File: src/hdl/event_window_pixel_histogram_core_macros.svh
// Assertion macros for the event window pixel histogram core.
// Used by the top level; expects clk and rst_n in scope at the point of use.
`ifndef EVENT_WINDOW_PIXEL_HISTOGRAM_CORE_MACROS_SVH
`define EVENT_WINDOW_PIXEL_HISTOGRAM_CORE_MACROS_SVH

// Check cons in the same cycle as ante.
`define EWPH_ASSERT_SAME(label, ante, cons, msg) \
  label: assert property (@(posedge clk) disable iff (!rst_n) (ante) |-> (cons)) \
    else $error(msg);

// Check cons in the cycle after ante.
`define EWPH_ASSERT_NEXT(label, ante, cons, msg) \
  label: assert property (@(posedge clk) disable iff (!rst_n) (ante) |=> (cons)) \
    else $error(msg);

`endif

File: src/hdl/ewph_pkg.sv
// Shared types and constants of the event window pixel histogram core.
// No dependencies; imported by the controller, the datapath and the top level.
package ewph_pkg;

  // Field widths of one event and of one count
  localparam int unsigned COORD_W = 9;
  localparam int unsigned COUNT_W = 15;
  localparam int unsigned WIN_W   = 15;
  localparam int unsigned FRAME_W = 10;
  localparam int unsigned CFG_IDX_W  = 2;
  localparam int unsigned CFG_DATA_W = 15;
  localparam int unsigned IN_TDATA_W  = 24;
  localparam int unsigned OUT_TDATA_W = 32;

  // Command codes carried on in_tuser
  localparam logic CMD_PUSH = 1'b0;
  localparam logic CMD_READ = 1'b1;

  // Status codes carried on out_tuser
  localparam logic STATUS_OK      = 1'b0;
  localparam logic STATUS_OUTSIDE = 1'b1;

  // Configuration register indexes
  localparam logic [CFG_IDX_W-1:0] REG_WINDOW = 2'd0;
  localparam logic [CFG_IDX_W-1:0] REG_WIDTH  = 2'd1;
  localparam logic [CFG_IDX_W-1:0] REG_HEIGHT = 2'd2;

  // Register reset values
  localparam logic [WIN_W-1:0]   WINDOW_RESET = 15'd10000;
  localparam logic [FRAME_W-1:0] WIDTH_RESET  = 10'd346;
  localparam logic [FRAME_W-1:0] HEIGHT_RESET = 10'd260;

  localparam logic [COUNT_W-1:0] COUNT_MAX = 15'h7FFF;

  // One event as held in the window FIFO and as packed in in_tdata
  typedef struct packed {
    logic               pol;
    logic [COORD_W-1:0] y;
    logic [COORD_W-1:0] x;
  } ev_entry_t;

  localparam int unsigned EV_W = $bits(ev_entry_t);

  // One word of the count memory
  typedef struct packed {
    logic [COUNT_W-1:0] neg;
    logic [COUNT_W-1:0] pos;
  } cnt_word_t;

  // Controller to datapath commands
  typedef struct packed {
    logic capture;    // latch the incoming transaction
    logic fifo_rd;    // read the oldest FIFO entry
    logic old_rd;     // read counts at the evicted pixel
    logic old_wr;     // write back the decremented counts, retire the oldest entry
    logic new_rd;     // read counts at the item's pixel
    logic upd_wr;     // write incremented counts and push the event
    logic load_out;   // load the result register
    logic clr_start;  // restart the clearing sweep
    logic clr_wr;     // clear one count word
  } ewph_cmd_t;

  // Datapath to controller status
  typedef struct packed {
    logic in_oof;      // incoming item lies outside the frame
    logic in_push;     // incoming item is a push
    logic evict;       // window is full, a push must evict first
    logic oof_r;       // held item lies outside the frame
    logic push_r;      // held item is a push
    logic clr_last;    // sweep sits on the last count word
    logic win_rewrite; // window size written this cycle
  } ewph_sts_t;

endpackage

File: src/hdl/ewph_ctrl.sv
// Controller state machine of the event window pixel histogram core.
// Depends on ewph_pkg; drives the datapath through ewph_cmd_t.
module ewph_ctrl
  import ewph_pkg::*;
(
  input  logic      clk,
  input  logic      rst_n,
  input  logic      in_tvalid,
  output logic      in_tready,
  output logic      out_tvalid,
  input  logic      out_tready,
  input  ewph_sts_t sts,
  output ewph_cmd_t cmd
);

  localparam logic [2:0] ST_CLEAR     = 3'd0;
  localparam logic [2:0] ST_IDLE      = 3'd1;
  localparam logic [2:0] ST_OLD_FETCH = 3'd2;
  localparam logic [2:0] ST_OLD_RD    = 3'd3;
  localparam logic [2:0] ST_OLD_WR    = 3'd4;
  localparam logic [2:0] ST_NEW_RD    = 3'd5;
  localparam logic [2:0] ST_UPDATE    = 3'd6;

  logic [2:0] state_r;
  logic [2:0] state_nxt;
  logic       out_valid_r;
  logic       out_valid_nxt;
  logic       out_free;

  assign in_tready  = (state_r == ST_IDLE);
  assign out_tvalid = out_valid_r;
  assign out_free   = !out_valid_r || out_tready;

  // Sequence one item at a time
  always_comb begin
    state_nxt = state_r;
    cmd       = '0;
    if (sts.win_rewrite) begin
      cmd.clr_start = 1'b1;
      state_nxt     = ST_CLEAR;
    end else begin
      unique case (state_r)
        ST_CLEAR: begin
          cmd.clr_wr = 1'b1;
          if (sts.clr_last) begin
            state_nxt = ST_IDLE;
          end
        end
        ST_IDLE: begin
          if (in_tvalid) begin
            cmd.capture = 1'b1;
            if (sts.in_oof) begin
              state_nxt = ST_UPDATE;
            end else if (sts.in_push && sts.evict) begin
              state_nxt = ST_OLD_FETCH;
            end else begin
              state_nxt = ST_NEW_RD;
            end
          end
        end
        ST_OLD_FETCH: begin
          cmd.fifo_rd = 1'b1;
          state_nxt   = ST_OLD_RD;
        end
        ST_OLD_RD: begin
          cmd.old_rd = 1'b1;
          state_nxt  = ST_OLD_WR;
        end
        ST_OLD_WR: begin
          cmd.old_wr = 1'b1;
          state_nxt  = ST_NEW_RD;
        end
        ST_NEW_RD: begin
          cmd.new_rd = 1'b1;
          state_nxt  = ST_UPDATE;
        end
        ST_UPDATE: begin
          // Hold until the result register is free
          if (out_free) begin
            cmd.load_out = 1'b1;
            cmd.upd_wr   = sts.push_r && !sts.oof_r;
            state_nxt    = ST_IDLE;
          end
        end
        default: begin
          state_nxt = ST_CLEAR;
        end
      endcase
    end
  end

  // Result valid: set on load, drop when taken
  always_comb begin
    out_valid_nxt = out_valid_r;
    if (cmd.load_out) begin
      out_valid_nxt = 1'b1;
    end else if (out_tready) begin
      out_valid_nxt = 1'b0;
    end
  end

  always_ff @(posedge clk) begin
    if (!rst_n) begin
      state_r     <= ST_CLEAR;
      out_valid_r <= 1'b0;
    end else begin
      state_r     <= state_nxt;
      out_valid_r <= out_valid_nxt;
    end
  end

endmodule

File: config.mk
export PLATFORM = sky130hd
export DESIGN_NAME = ewph_ctrl
export DESIGN_NICKNAME = d
export VERILOG_FILES = /design/src/hdl/event_window_pixel_histogram_core_macros.svh /design/src/hdl/ewph_pkg.sv /design/src/hdl/ewph_ctrl.sv
export SDC_FILE = /design/constraint.sdc
export NUM_CORES = 1
export LEC_CHECK = 0
export ABC_AREA = 1
export BUFFER_PORTS_ARGS = -buffer_cell sky130_fd_sc_hd__buf_4
export CAP_MARGIN = 20
export CORE_AREA = 2 2 39 41
export DETAILED_ROUTE_END_ITERATION = 6
export DIE_AREA = 0 0 41 43
export SKIP_CTS_REPAIR_TIMING = 1
export SLEW_MARGIN = 40
export SYNTH_ARGS = -nofsm -noshare
export SYNTH_HDL_FRONTEND = slang
export SYNTH_SLANG_ARGS = --single-unit
File: constraint.sdc
create_clock -name clk -period 1.5 [get_ports clk]
set_input_delay 0.225 -clock clk [delete_from_list [all_inputs] [get_ports clk]]
set_output_delay 0.225 -clock clk [all_outputs]
set_load 0.02 [all_outputs]
==> impl_metrics.sql, run 1 <==
INSERT INTO impl_metrics (metric_group, metric, value, unit) VALUES
('synthesis', 'netlist_top_cells_count', 'sky130_fd_sc_hd__nand2_1 (12), sky130_fd_sc_hd__nor2_1 (9), sky130_fd_sc_hd__inv_1 (7)', ''),
('status', 'run_status', 'finished with violations', ''),
('placement', 'placed_cell_area', '533', 'µm²'),
('timing', 'report.final.setup_viol', '1', ''),
('synthesis', 'postSynth.asyncResetShare', '0', '%'),
('drt', 'met2WireLength', '450', 'µm'),
('final_layout', 'finalCoreUtilization', '43.9', '%'),
('timing', 'final_period_minus_worst_setup_slack', '1510', 'ps'),
('synthesis', 'commonest_register_cell_after_synthesis', 'sky130_fd_sc_hd__dfxtp_1', ''),
('clocking', 'clockBufferDepth', '2', ''),
('critical_path', 'critical-path-slowest-cell', 'sky130_fd_sc_hd__dfxtp_4', ''),
('die', 'die_y', '43', 'µm'),
('critical_path', 'data_arrival_time_of_the_critical_path', '1280', 'ps'),
('final_layout', 'multi_input_area', '234', 'µm²'),
('die', 'dieWidth', '41', 'µm'),
('drt', 'maxUsedRoutingLayer', 'met4', ''),
('die', 'floorplan.initialDensity', '28.7', '%'),
('status', 'violations', 'setup timing', ''),
('synthesis', 'synth_seq_area_share', '20.2', '%'),
('die', 'floorplan.die_area', '1760', 'µm²'),
('pwr', 'vdd.ir_drop.worst', '0.254', 'mV'),
('clocking', 'cts.sink_count', '4', ''),
('synthesis', 'synth_cells', '63', ''),
('timing', 'timing.fmax', '0.663', 'GHz'),
('drt', 'drt-vias-per-instance', '4.43', ''),
('global_route', 'grt_pass1_vias', '361', ''),
('pwr', 'power.leakage', '0.000323', 'µW'),
('placement', 'place_hpwl', '725', 'µm'),
('die', 'design.portCount', '22', ''),
('clocking', 'cts_tree', 'done', ''),
('synthesis', 'synthesis.yosys.warnings', '0', ''),
('final_layout', 'num-fill-cells', '149', ''),
('timing', 'maxSlewViolCount', '0', ''),
('critical_path', 'timing.critical_path.required', '1270', 'ps'),
('critical_path', 'timing.critical_path.slowest_cell_delay', '370', 'ps'),
('timing', 'grt_setup_unrepaired', 'yes', ''),
('synthesis', 'yosysTopAreaCellShare', '20.2', '%'),
('critical_path', 'setup.worst_path.start_class', 'flip-flop', ''),
('synthesis', 'edff_count_synth', '0', ''),
('pwr', 'power_report.internal_total', '238', 'µW'),
('timing', 'worst_clock_skew', '4.25', 'ps'),
('final_layout', 'regArea', '86.3', 'µm²'),
('drt', 'wire_per_inst', '9.12', 'µm'),
('synthesis', 'synth_area_leaders', 'sky130_fd_sc_hd__dfxtp_1 (20%), sky130_fd_sc_hd__nand2_1 (11%), sky130_fd_sc_hd__nor2_1 (8.5%)', ''),
('critical_path', 'timing.critical_path.max_delay_family', 'simple AND/OR/NAND/NOR gates', ''),
('final_layout', 'diodes', '0', ''),
('clocking', 'tritoncts.num_buffers', '3', ''),
('drt', 'route.antenna.remaining_nets', '0', ''),
('global_route', 'grt_start_max_net_pins', '10', ''),
('pwr', 'power_frac_clock', '41.6', '%'),
('job', 'maxCapViolations', '0', ''),
('hold_path', 'timing.hold.worst.class', 'in2reg', ''),
('critical_path', 'worst_setup_path_end_kind', 'primary output', ''),
('final_layout', 'stdcell_area', '608', 'µm²'),
('pwr', 'total_power', '337', 'µW'),
('die', 'num_rows', '14', ''),
('pwr', 'power.density_cell_area', '554', 'nW/µm²'),
('final_layout', 'syn2layout_area_growth', '53.3', '%'),
('drt', 'route.detailed.drc', '0', ''),
('drt', 'postRouteWirelength', '939', 'µm'),
('synthesis', 'synth_largest_area_cell', 'sky130_fd_sc_hd__dfxtp_1', ''),
('drt', 'm1WireLength', '397', 'µm'),
('drt', 'total_number_of_vias', '456', ''),
('timing', 'worst_slack', '-8.31', 'ps'),
('pwr', 'swShare', '29.3', '%'),
('synthesis', 'mean_area_per_synthesized_cell', '6.30', 'µm²'),
('synthesis', 'post-synth-top-count-cell', 'sky130_fd_sc_hd__nand2_1', ''),
('global_route', 'grt_antenna_before_repair', '0', ''),
('synthesis', 'synth_cell_type_count', '19', ''),
('critical_path', 'worstPathCellList', 'inv_6 -> nor2_4 -> nand2_4 -> inv_2 -> nand3_2 -> inv_2 -> nand2_2 -> nor2_2 -> buf_6', ''),
('clocking', 'clock_tree.root_cell', 'sky130_fd_sc_hd__clkbuf_4', '');
logic make-up (layout without fill, tap and decap cells):
logic type	after synthesis	count (layout)	share of synthesized area (%)
compound gates	6	6	7.57
buf+inv	16	40	20.8
flops	4	4	20.2
simple gates	37	37	51.4
power by group through the flow:
stage	Combinational (µW)	Sequential [µW]	Clock [µW]
after floorplan	54.4	112	0
after CTS	78.9	116	145
final	81.3	116	140
after global routing	89.3	116	142
after global placement	78.1	118	0
after detailed placement	78.6	118	0
final cells by class:
type                       count  share of cell area [%]
multi-input combinational     43                    38.5
sequential                     4                    14.2
clock buffer                   3                    3.70
inverter                      11                    7.61
tap                           16                    3.29
timing repair buffer          26                    32.7
tightest hold or removal path, stage by stage:
cell	delay [ps]
sky130_fd_sc_hd__buf_4	80
sky130_fd_sc_hd__inv_1	40
sky130_fd_sc_hd__a21oi_1	100
per-stage QoR:
stage               TNS [ps]  cells  hold slack [ps]  setup WS [ps]
floorplan                  0     63              357            127
global placement           0     95              494            174
detailed placement         0     95              483            150
CTS                     -120     98              229           -117
global route           -87.4    103              267          -87.4
finish                 -8.31    103              235          -8.31
routing by layer:
layer,vias up,GRT usage [%]
met4,0,8.00
met3,2,3.14
met5,-,0
li1,243,-
met2,14,17.5
met1,197,10.6
layout by cell type, fill, tap and decap left out:
cell type,n
sky130_fd_sc_hd__buf_4,25
sky130_fd_sc_hd__nand2_1,12
sky130_fd_sc_hd__nor2_1,9
sky130_fd_sc_hd__inv_1,7
sky130_fd_sc_hd__a21oi_1,4
sky130_fd_sc_hd__nor2_4,3
sky130_fd_sc_hd__inv_2,3
sky130_fd_sc_hd__nand3_1,3
sky130_fd_sc_hd__clkbuf_4,3
sky130_fd_sc_hd__nand2_4,2
sky130_fd_sc_hd__nor2_2,2
sky130_fd_sc_hd__nor4_1,2
sky130_fd_sc_hd__o21ai_0,2
sky130_fd_sc_hd__dfxtp_2,2
sky130_fd_sc_hd__inv_6,1
sky130_fd_sc_hd__nand3_2,1
sky130_fd_sc_hd__nor3_1,1
sky130_fd_sc_hd__nand2_2,1
sky130_fd_sc_hd__nand3b_1,1
sky130_fd_sc_hd__dfxtp_1,1
sky130_fd_sc_hd__buf_6,1
sky130_fd_sc_hd__dfxtp_4,1
sequential cells by signal (all words and copies together) (netlist names):
signal,flops
out_tvalid,1
state_r,3
final timing paths:
| check | startpoint | end | slack (ps) | cells past startpoint |
|---|---|---|---|---|
| worst max-delay path | state_r[1] | cmd[3] | -8 | 9 |
| worst min-delay path | rst_n | out_tvalid | 230 | 3 |
| worst max register to register | state_r[1] | state_r[0] | 390 | 7 |
| worst min register to register | out_tvalid | out_tvalid | 590 | 2 |
No activity file was read; power rests on OpenSTA's default activity.
==> run 2, diff against run 1 <==
CTS_BUF_LIST = sky130_fd_sc_hd__clkbuf_2   (was not set)
==> impl_metrics.sql, run 2 (synthesis results as in run 1) <==
INSERT INTO impl_metrics (metric_group, metric, value, unit) VALUES
('timing', 'tightest_slew', '260', 'ps'),
('pwr', 'vdd.ir_drop.worst', '0.219', 'mV'),
('timing', 'maxSlewViolCount', '0', ''),
('placement', 'place_congestion', '0.679', ''),
('die', 'floorplan.die_area', '1760', 'µm²'),
('global_route', 'grt_pass1_vias', '366', ''),
('critical_path', 'worstSetupPathType', 'reg2out', ''),
('final_layout', 'finalCoreUtilization', '43.4', '%'),
('status', 'run_status', 'completed', ''),
('pwr', 'power.density_cell_area', '501', 'nW/µm²'),
('final_layout', 'regMostFlops', 'state_r', ''),
('global_route', 'grt_util_all_layers', '11.2', '%'),
('die', 'die_y', '43', 'µm'),
('global_route', 'use_met3', '3.14', '%'),
('clocking', 'cts_tree', 'done', ''),
('timing', 'grt_setup_unrepaired', 'yes', ''),
('critical_path', 'worst-r2r-setup-slack', '390', 'ps'),
('hold_path', 'timing.hold.worst.class', 'in2reg', ''),
('drt', 'wire_per_inst', '9.24', 'µm'),
('clocking', 'worst_setup_hold_path_clk_slew', '50', 'ps'),
('clocking', 'cts.sink_count', '4', ''),
('final_layout', 'syn2layout_area_growth', '51.4', '%'),
('timing', 'timing.fmax', '0.670', 'GHz'),
('die', 'dieWidth', '41', 'µm'),
('die', 'core_footprint', '1380', 'µm²'),
('final_layout', 'layout.cells.most_common_list', 'sky130_fd_sc_hd__buf_4 (25), sky130_fd_sc_hd__nand2_1 (12), sky130_fd_sc_hd__nor2_1 (9), sky130_fd_sc_hd__inv_1 (7), sky130_fd_sc_hd__a21oi_1 (4)', ''),
('drt', 'route.detailed.drc', '0', ''),
('final_layout', 'largest_register_ffs', '3', ''),
('drt', 'postRouteWirelength', '952', 'µm'),
('drt', 'drt_iter0_drc', '6', ''),
('drt', 'total_number_of_vias', '453', ''),
('final_layout', 'finish.net_count', '100', ''),
('timing', 'maxSlewHeadroom', '82.5', '%'),
('die', 'design.portCount', '22', ''),
('job', 'maxCapViolations', '0', ''),
('clocking', 'tritoncts.num_buffers', '3', ''),
('drt', 'route.antenna.remaining_nets', '0', ''),
('clocking', 'clock_tree.root_cell', 'sky130_fd_sc_hd__clkbuf_2', ''),
('clocking', 'clk-insertion-delay-late', '220', 'ps'),
('drt', 'drt-vias-per-instance', '4.40', ''),
('global_route', 'grt-ovfl-total', '0', ''),
('placement', 'placed_cell_area', '533', 'µm²'),
('clocking', 'cts_max_level', '1', ''),
('critical_path', 'path_max_fanout', '4', ''),
('timing', 'report.final.setup_viol', '0', ''),
('global_route', 'grt_first_pass_wirelength', '1290', 'µm'),
('die', 'num_rows', '14', ''),
('final_layout', 'layout.cells.most_common', 'sky130_fd_sc_hd__buf_4', ''),
('placement', 'place_hpwl', '725', 'µm'),
('placement', 'io_buffers', '21', ''),
('clocking', 'clockBufferDepth', '2', ''),
('timing', 'worst_clock_skew', '8.35', 'ps'),
('global_route', 'groute.layer.met1.usage', '10.6', '%'),
('global_route', 'grt_util_met2', '18.1', '%'),
('critical_path', 'worst_setup_path_end_kind', 'primary output', ''),
('critical_path', 'setup.worst_path.start_class', 'flip-flop', ''),
('die', 'floorplan.initialDensity', '28.7', '%'),
('global_route', 'layer_with_the_highest_usage_after_global_routing', 'met2', ''),
('global_route', 'grt_start_max_net_pins', '10', ''),
('timing', 'totalNegativeSetupSlack', '0', 'ps'),
('critical_path', 'data_arrival_time_of_the_critical_path', '1270', 'ps'),
('final_layout', 'diodes', '0', ''),
('final_layout', 'layout-drive-gt1-share', '51.7', '%'),
('critical_path', 'timing.critical_path.required', '1270', 'ps'),
('drt', 'drt_pass1_iterations', '4', ''),
('timing', 'fin_crit_sh', '99.5', '%'),
('timing', 'final_period_minus_worst_setup_slack', '1490', 'ps'),
('timing', 'final-hold-violation-count', '0', ''),
('final_layout', 'stdcell_area', '601', 'µm²'),
('pwr', 'power.leakage', '0.000321', 'µW'),
('global_route', 'grt_antenna_before_repair', '0', '');
[run 2: changes by cell type in the layout (fill, tap and decap cells not counted)]
cell | before | now
sky130_fd_sc_hd__clkbuf_2 | 0 | 3
sky130_fd_sc_hd__clkbuf_4 | 3 | 0
[run 2: critical path: stages (launching register included)]
cell,delay [ps]
sky130_fd_sc_hd__dfxtp_4,370
sky130_fd_sc_hd__inv_6,40
sky130_fd_sc_hd__nor2_4,120
sky130_fd_sc_hd__nand2_4,50
sky130_fd_sc_hd__inv_2,50
sky130_fd_sc_hd__nand3_2,60
sky130_fd_sc_hd__inv_2,70
sky130_fd_sc_hd__nand2_2,40
sky130_fd_sc_hd__nor2_2,100
sky130_fd_sc_hd__buf_6,120
[run 2: per-layer routing]
layer	wire [µm]	vias up	share of wire, %
li1	-	242	-
met1	397	193	42
met2	451	15	47
met3	73	3	7.7
met4	29	0	3.0
met5	0	-	0
[run 2: path summary, 6_finish.rpt]
kind / depth (start not counted) / to / from
max: 9 / cmd[3] / state_r[1]
max reg2reg: 7 / state_r[0] / state_r[1]
min reg2reg: 2 / out_tvalid / out_tvalid
min: 3 / out_tvalid / rst_n
[run 2: cell type report]
cell class	instances	area (µm²)
inverter	11	46.3
timing repair buffer	26	199
fill	153	783
tap	16	20.0
sequential	4	86.3
multi-input combinational	43	234
clock buffer	3	15.0
[run 2: metrics by stage]
stage / setup slack (ps) / std cells / power (µW) / hold WS (ps)
after floorplan: 127 / 63 / 167 / 357
after global placement: 174 / 95 / 196 / 494
after detailed placement: 150 / 95 / 197 / 483
after CTS: -102 / 98 / 303 / 246
after global routing: -70.6 / 103 / 311 / 286
final: 7.12 / 103 / 301 / 251
[run 2: where the power goes]
| group | leakage (µW) | internal, µW | switching (µW) |
|---|---|---|---|
| registers | 0.0000341 | 108 | 7.11 |
| logic | 0.000275 | 40.0 | 41.3 |
| clock network | 0.0000125 | 53.8 | 50.7 |
| total | 0.000321 | 202 | 99.2 |
==> run 3, diff against run 2 <==
PLACE_DENSITY = 0.58   (was not set)
clock period = 1.8 ns   (was 1.5 ns; I/O delays follow)
==> impl_metrics.sql, run 3 (synthesis results as in run 1) <==
INSERT INTO impl_metrics (metric_group, metric, value, unit) VALUES
('drt', 'total_number_of_vias', '413', ''),
('clocking', 'tritoncts.num_buffers', '3', ''),
('critical_path', 'worst_setup_path_endpoint', 'cmd[3]', ''),
('pwr', 'vdd.ir_drop.worst', '0.270', 'mV'),
('timing', 'final_period_minus_worst_setup_slack', '1580', 'ps'),
('global_route', 'grt_pass1_vias', '371', ''),
('timing', 'final-hold-violation-count', '0', ''),
('timing', 'grt_setup_unrepaired', 'no', ''),
('final_layout', 'num-fill-cells', '159', ''),
('timing', 'maxSlewHeadroom', '72.5', '%'),
('critical_path', 'critPathMostFrequentCell', 'sky130_fd_sc_hd__inv_2', ''),
('final_layout', 'regMostFlops', 'state_r', ''),
('clocking', 'cts_tree', 'done', ''),
('global_route', 'grt_first_pass_wirelength', '1410', 'µm'),
('critical_path', 'r2r.worst_path.cells', '6', ''),
('final_layout', 'layout.cells.most_common', 'sky130_fd_sc_hd__buf_4', ''),
('die', 'floorplan.initialDensity', '28.7', '%'),
('critical_path', 'worst_setup_path_end_kind', 'primary output', ''),
('die', 'design.portCount', '22', ''),
('clocking', 'clockBufferDepth', '2', ''),
('global_route', 'grt_antenna_before_repair', '0', ''),
('drt', 'drt_pass1_iterations', '4', ''),
('placement', 'place_congestion', '0.709', ''),
('drt', 'drt-vias-per-instance', '4.21', ''),
('die', 'die_y', '43', 'µm'),
('timing', 'timing.fmax', '0.633', 'GHz'),
('global_route', 'grt_util_all_layers', '11.7', '%'),
('critical_path', 'worst_r2r_startpoint', 'state_r[2]', ''),
('timing', 'worst_clock_skew', '6.51', 'ps'),
('drt', 'drt_iter0_drc', '5', ''),
('pwr', 'power_frac_clock', '32.4', '%'),
('timing', 'holdWs', '328', 'ps'),
('critical_path', 'worstSetupPathType', 'reg2out', ''),
('critical_path', 'path_max_fanout', '5', ''),
('pwr', 'power.leakage', '0.000295', 'µW'),
('clocking', 'clock_tree.root_cell', 'sky130_fd_sc_hd__clkbuf_2', ''),
('hold_path', 'timing.hold.worst.class', 'in2reg', ''),
('drt', 'route.antenna.remaining_nets', '0', ''),
('die', 'num_rows', '14', ''),
('final_layout', 'largest_register_ffs', '3', ''),
('critical_path', 'timing.critical_path.required', '1530', 'ps'),
('pwr', 'power.density_cell_area', '438', 'nW/µm²'),
('final_layout', 'layout.cells.most_common_list', 'sky130_fd_sc_hd__buf_4 (21), sky130_fd_sc_hd__nand2_1 (12), sky130_fd_sc_hd__nor2_1 (9), sky130_fd_sc_hd__inv_1 (7)', ''),
('timing', 'maxSlewViolCount', '0', ''),
('status', 'run_status', 'completed', ''),
('clocking', 'worst_setup_hold_path_clk_slew', '40', 'ps'),
('critical_path', 'critical-path-slowest-cell', 'sky130_fd_sc_hd__dfxtp_1', ''),
('critical_path', 'setup.worst_path.start_class', 'flip-flop', ''),
('pwr', 'swShare', '30.1', '%'),
('die', 'floorplan.die_area', '1760', 'µm²'),
('final_layout', 'finish.net_count', '95', ''),
('critical_path', 'timing.rr.end', 'state_r[0]', ''),
('timing', 'report.final.setup_viol', '0', ''),
('pwr', 'net-switching-power', '72.2', 'µW'),
('critical_path', 'worstPathCellList', 'inv_2 -> nor2_4 -> nand2_4 -> inv_2 -> nand3_2 -> inv_2 -> nand2_2 -> nor2_2 -> buf_4', ''),
('timing', 'totalNegativeSetupSlack', '0', 'ps'),
('pwr', 'power_frac_comb', '27.2', '%'),
('timing', 'worst_slack', '221', 'ps'),
('job', 'maxCapViolations', '0', ''),
('clocking', 'cts.sink_count', '4', ''),
('placement', 'place_hpwl', '732', 'µm'),
('final_layout', 'syn2layout_area_growth', '38.2', '%'),
('placement', 'io_buffers', '21', ''),
('critical_path', 'data_arrival_time_of_the_critical_path', '1310', 'ps'),
('critical_path', 'worst-r2r-setup-slack', '570', 'ps'),
('final_layout', 'diodes', '0', ''),
('timing', 'fin_crit_sh', '87.7', '%'),
('drt', 'postRouteWirelength', '871', 'µm'),
('final_layout', 'layout-drive-gt1-share', '45.1', '%'),
('clocking', 'clk-insertion-delay-late', '200', 'ps'),
('timing', 'tightest_slew', '412', 'ps'),
('critical_path', 'critical_path_buf_inv_count', '4', ''),
('die', 'dieWidth', '41', 'µm'),
('global_route', 'grt_start_max_net_pins', '10', ''),
('drt', 'wire_per_inst', '8.89', 'µm'),
('pwr', 'power_report.internal_total', '168', 'µW'),
('drt', 'route.detailed.drc', '0', ''),
('critical_path', 'timing.critical_path.depth', '9', ''),
('global_route', 'grt-ovfl-total', '0', ''),
('die', 'core_footprint', '1380', 'µm²'),
('critical_path', 'setup.worst_path.start', 'state_r[1]', ''),
('critical_path', 'timing.critical_path.slowest_cell_delay', '390', 'ps'),
('critical_path', 'timing.critical_path.max_delay_family', 'flip-flops', ''),
('pwr', 'share_of_power_burned_in_registers', '40.4', '%'),
('clocking', 'cts_max_level', '1', ''),
('placement', 'detailedPlace.worstSlack', '419', 'ps');
## run 3: worst min-delay path by stage
stage	end	slack (ps)	depth (start not counted)	startpoint
floorplan	out_tvalid	400	2	rst_n
global placement	out_tvalid	530	3	rst_n
detailed placement	out_tvalid	540	3	rst_n
CTS	out_tvalid	320	3	rst_n
global route	out_tvalid	340	3	rst_n
finish	out_tvalid	330	3	rst_n
## run 3: metal layers
metal | wire [µm] | vias up | global-route usage [%]
li1 | - | 230 | -
met1 | 373 | 171 | 14.7
met2 | 439 | 12 | 16.6
met3 | 57 | 0 | 1.57
met4 | 0 | 0 | 10.0
met5 | 0 | - | 0
## run 3: area by class of cell
type	count	area, µm²	share of cell area, %
tap	16	20.0	3.65
timing repair buffer	21	158	28.8
multi-input combinational	43	234	42.7
clock buffer	3	15.0	2.74
inverter	11	41.3	7.53
sequential	4	80.1	14.6
## run 3: tightest hold or removal path, stage by stage
cell and delay [ps]:
sky130_fd_sc_hd__buf_4 70, sky130_fd_sc_hd__inv_1 40, sky130_fd_sc_hd__a21oi_1 100
## run 3: through the flow
stage	area [µm²]	std cells	utilization, %	power [µW]
3_3_place_gp	533	95	38.5	164
6_report	548	98	39.6	240
3_5_place_dp	533	95	38.5	164
2_1_floorplan	397	63	-	139
5_1_grt	548	98	39.6	262
4_1_cts	548	98	39.6	247
## run 3: power by group through the flow
stage | Combinational (µW) | Sequential [µW] | Clock (µW)
after global routing | 73.2 | 97.2 | 91.4
after global placement | 65.7 | 98.3 | 0
final | 65.2 | 96.9 | 77.8
after floorplan | 45.3 | 93.6 | 0
after CTS | 66.1 | 97.0 | 84.2
after detailed placement | 65.8 | 98.6 | 0
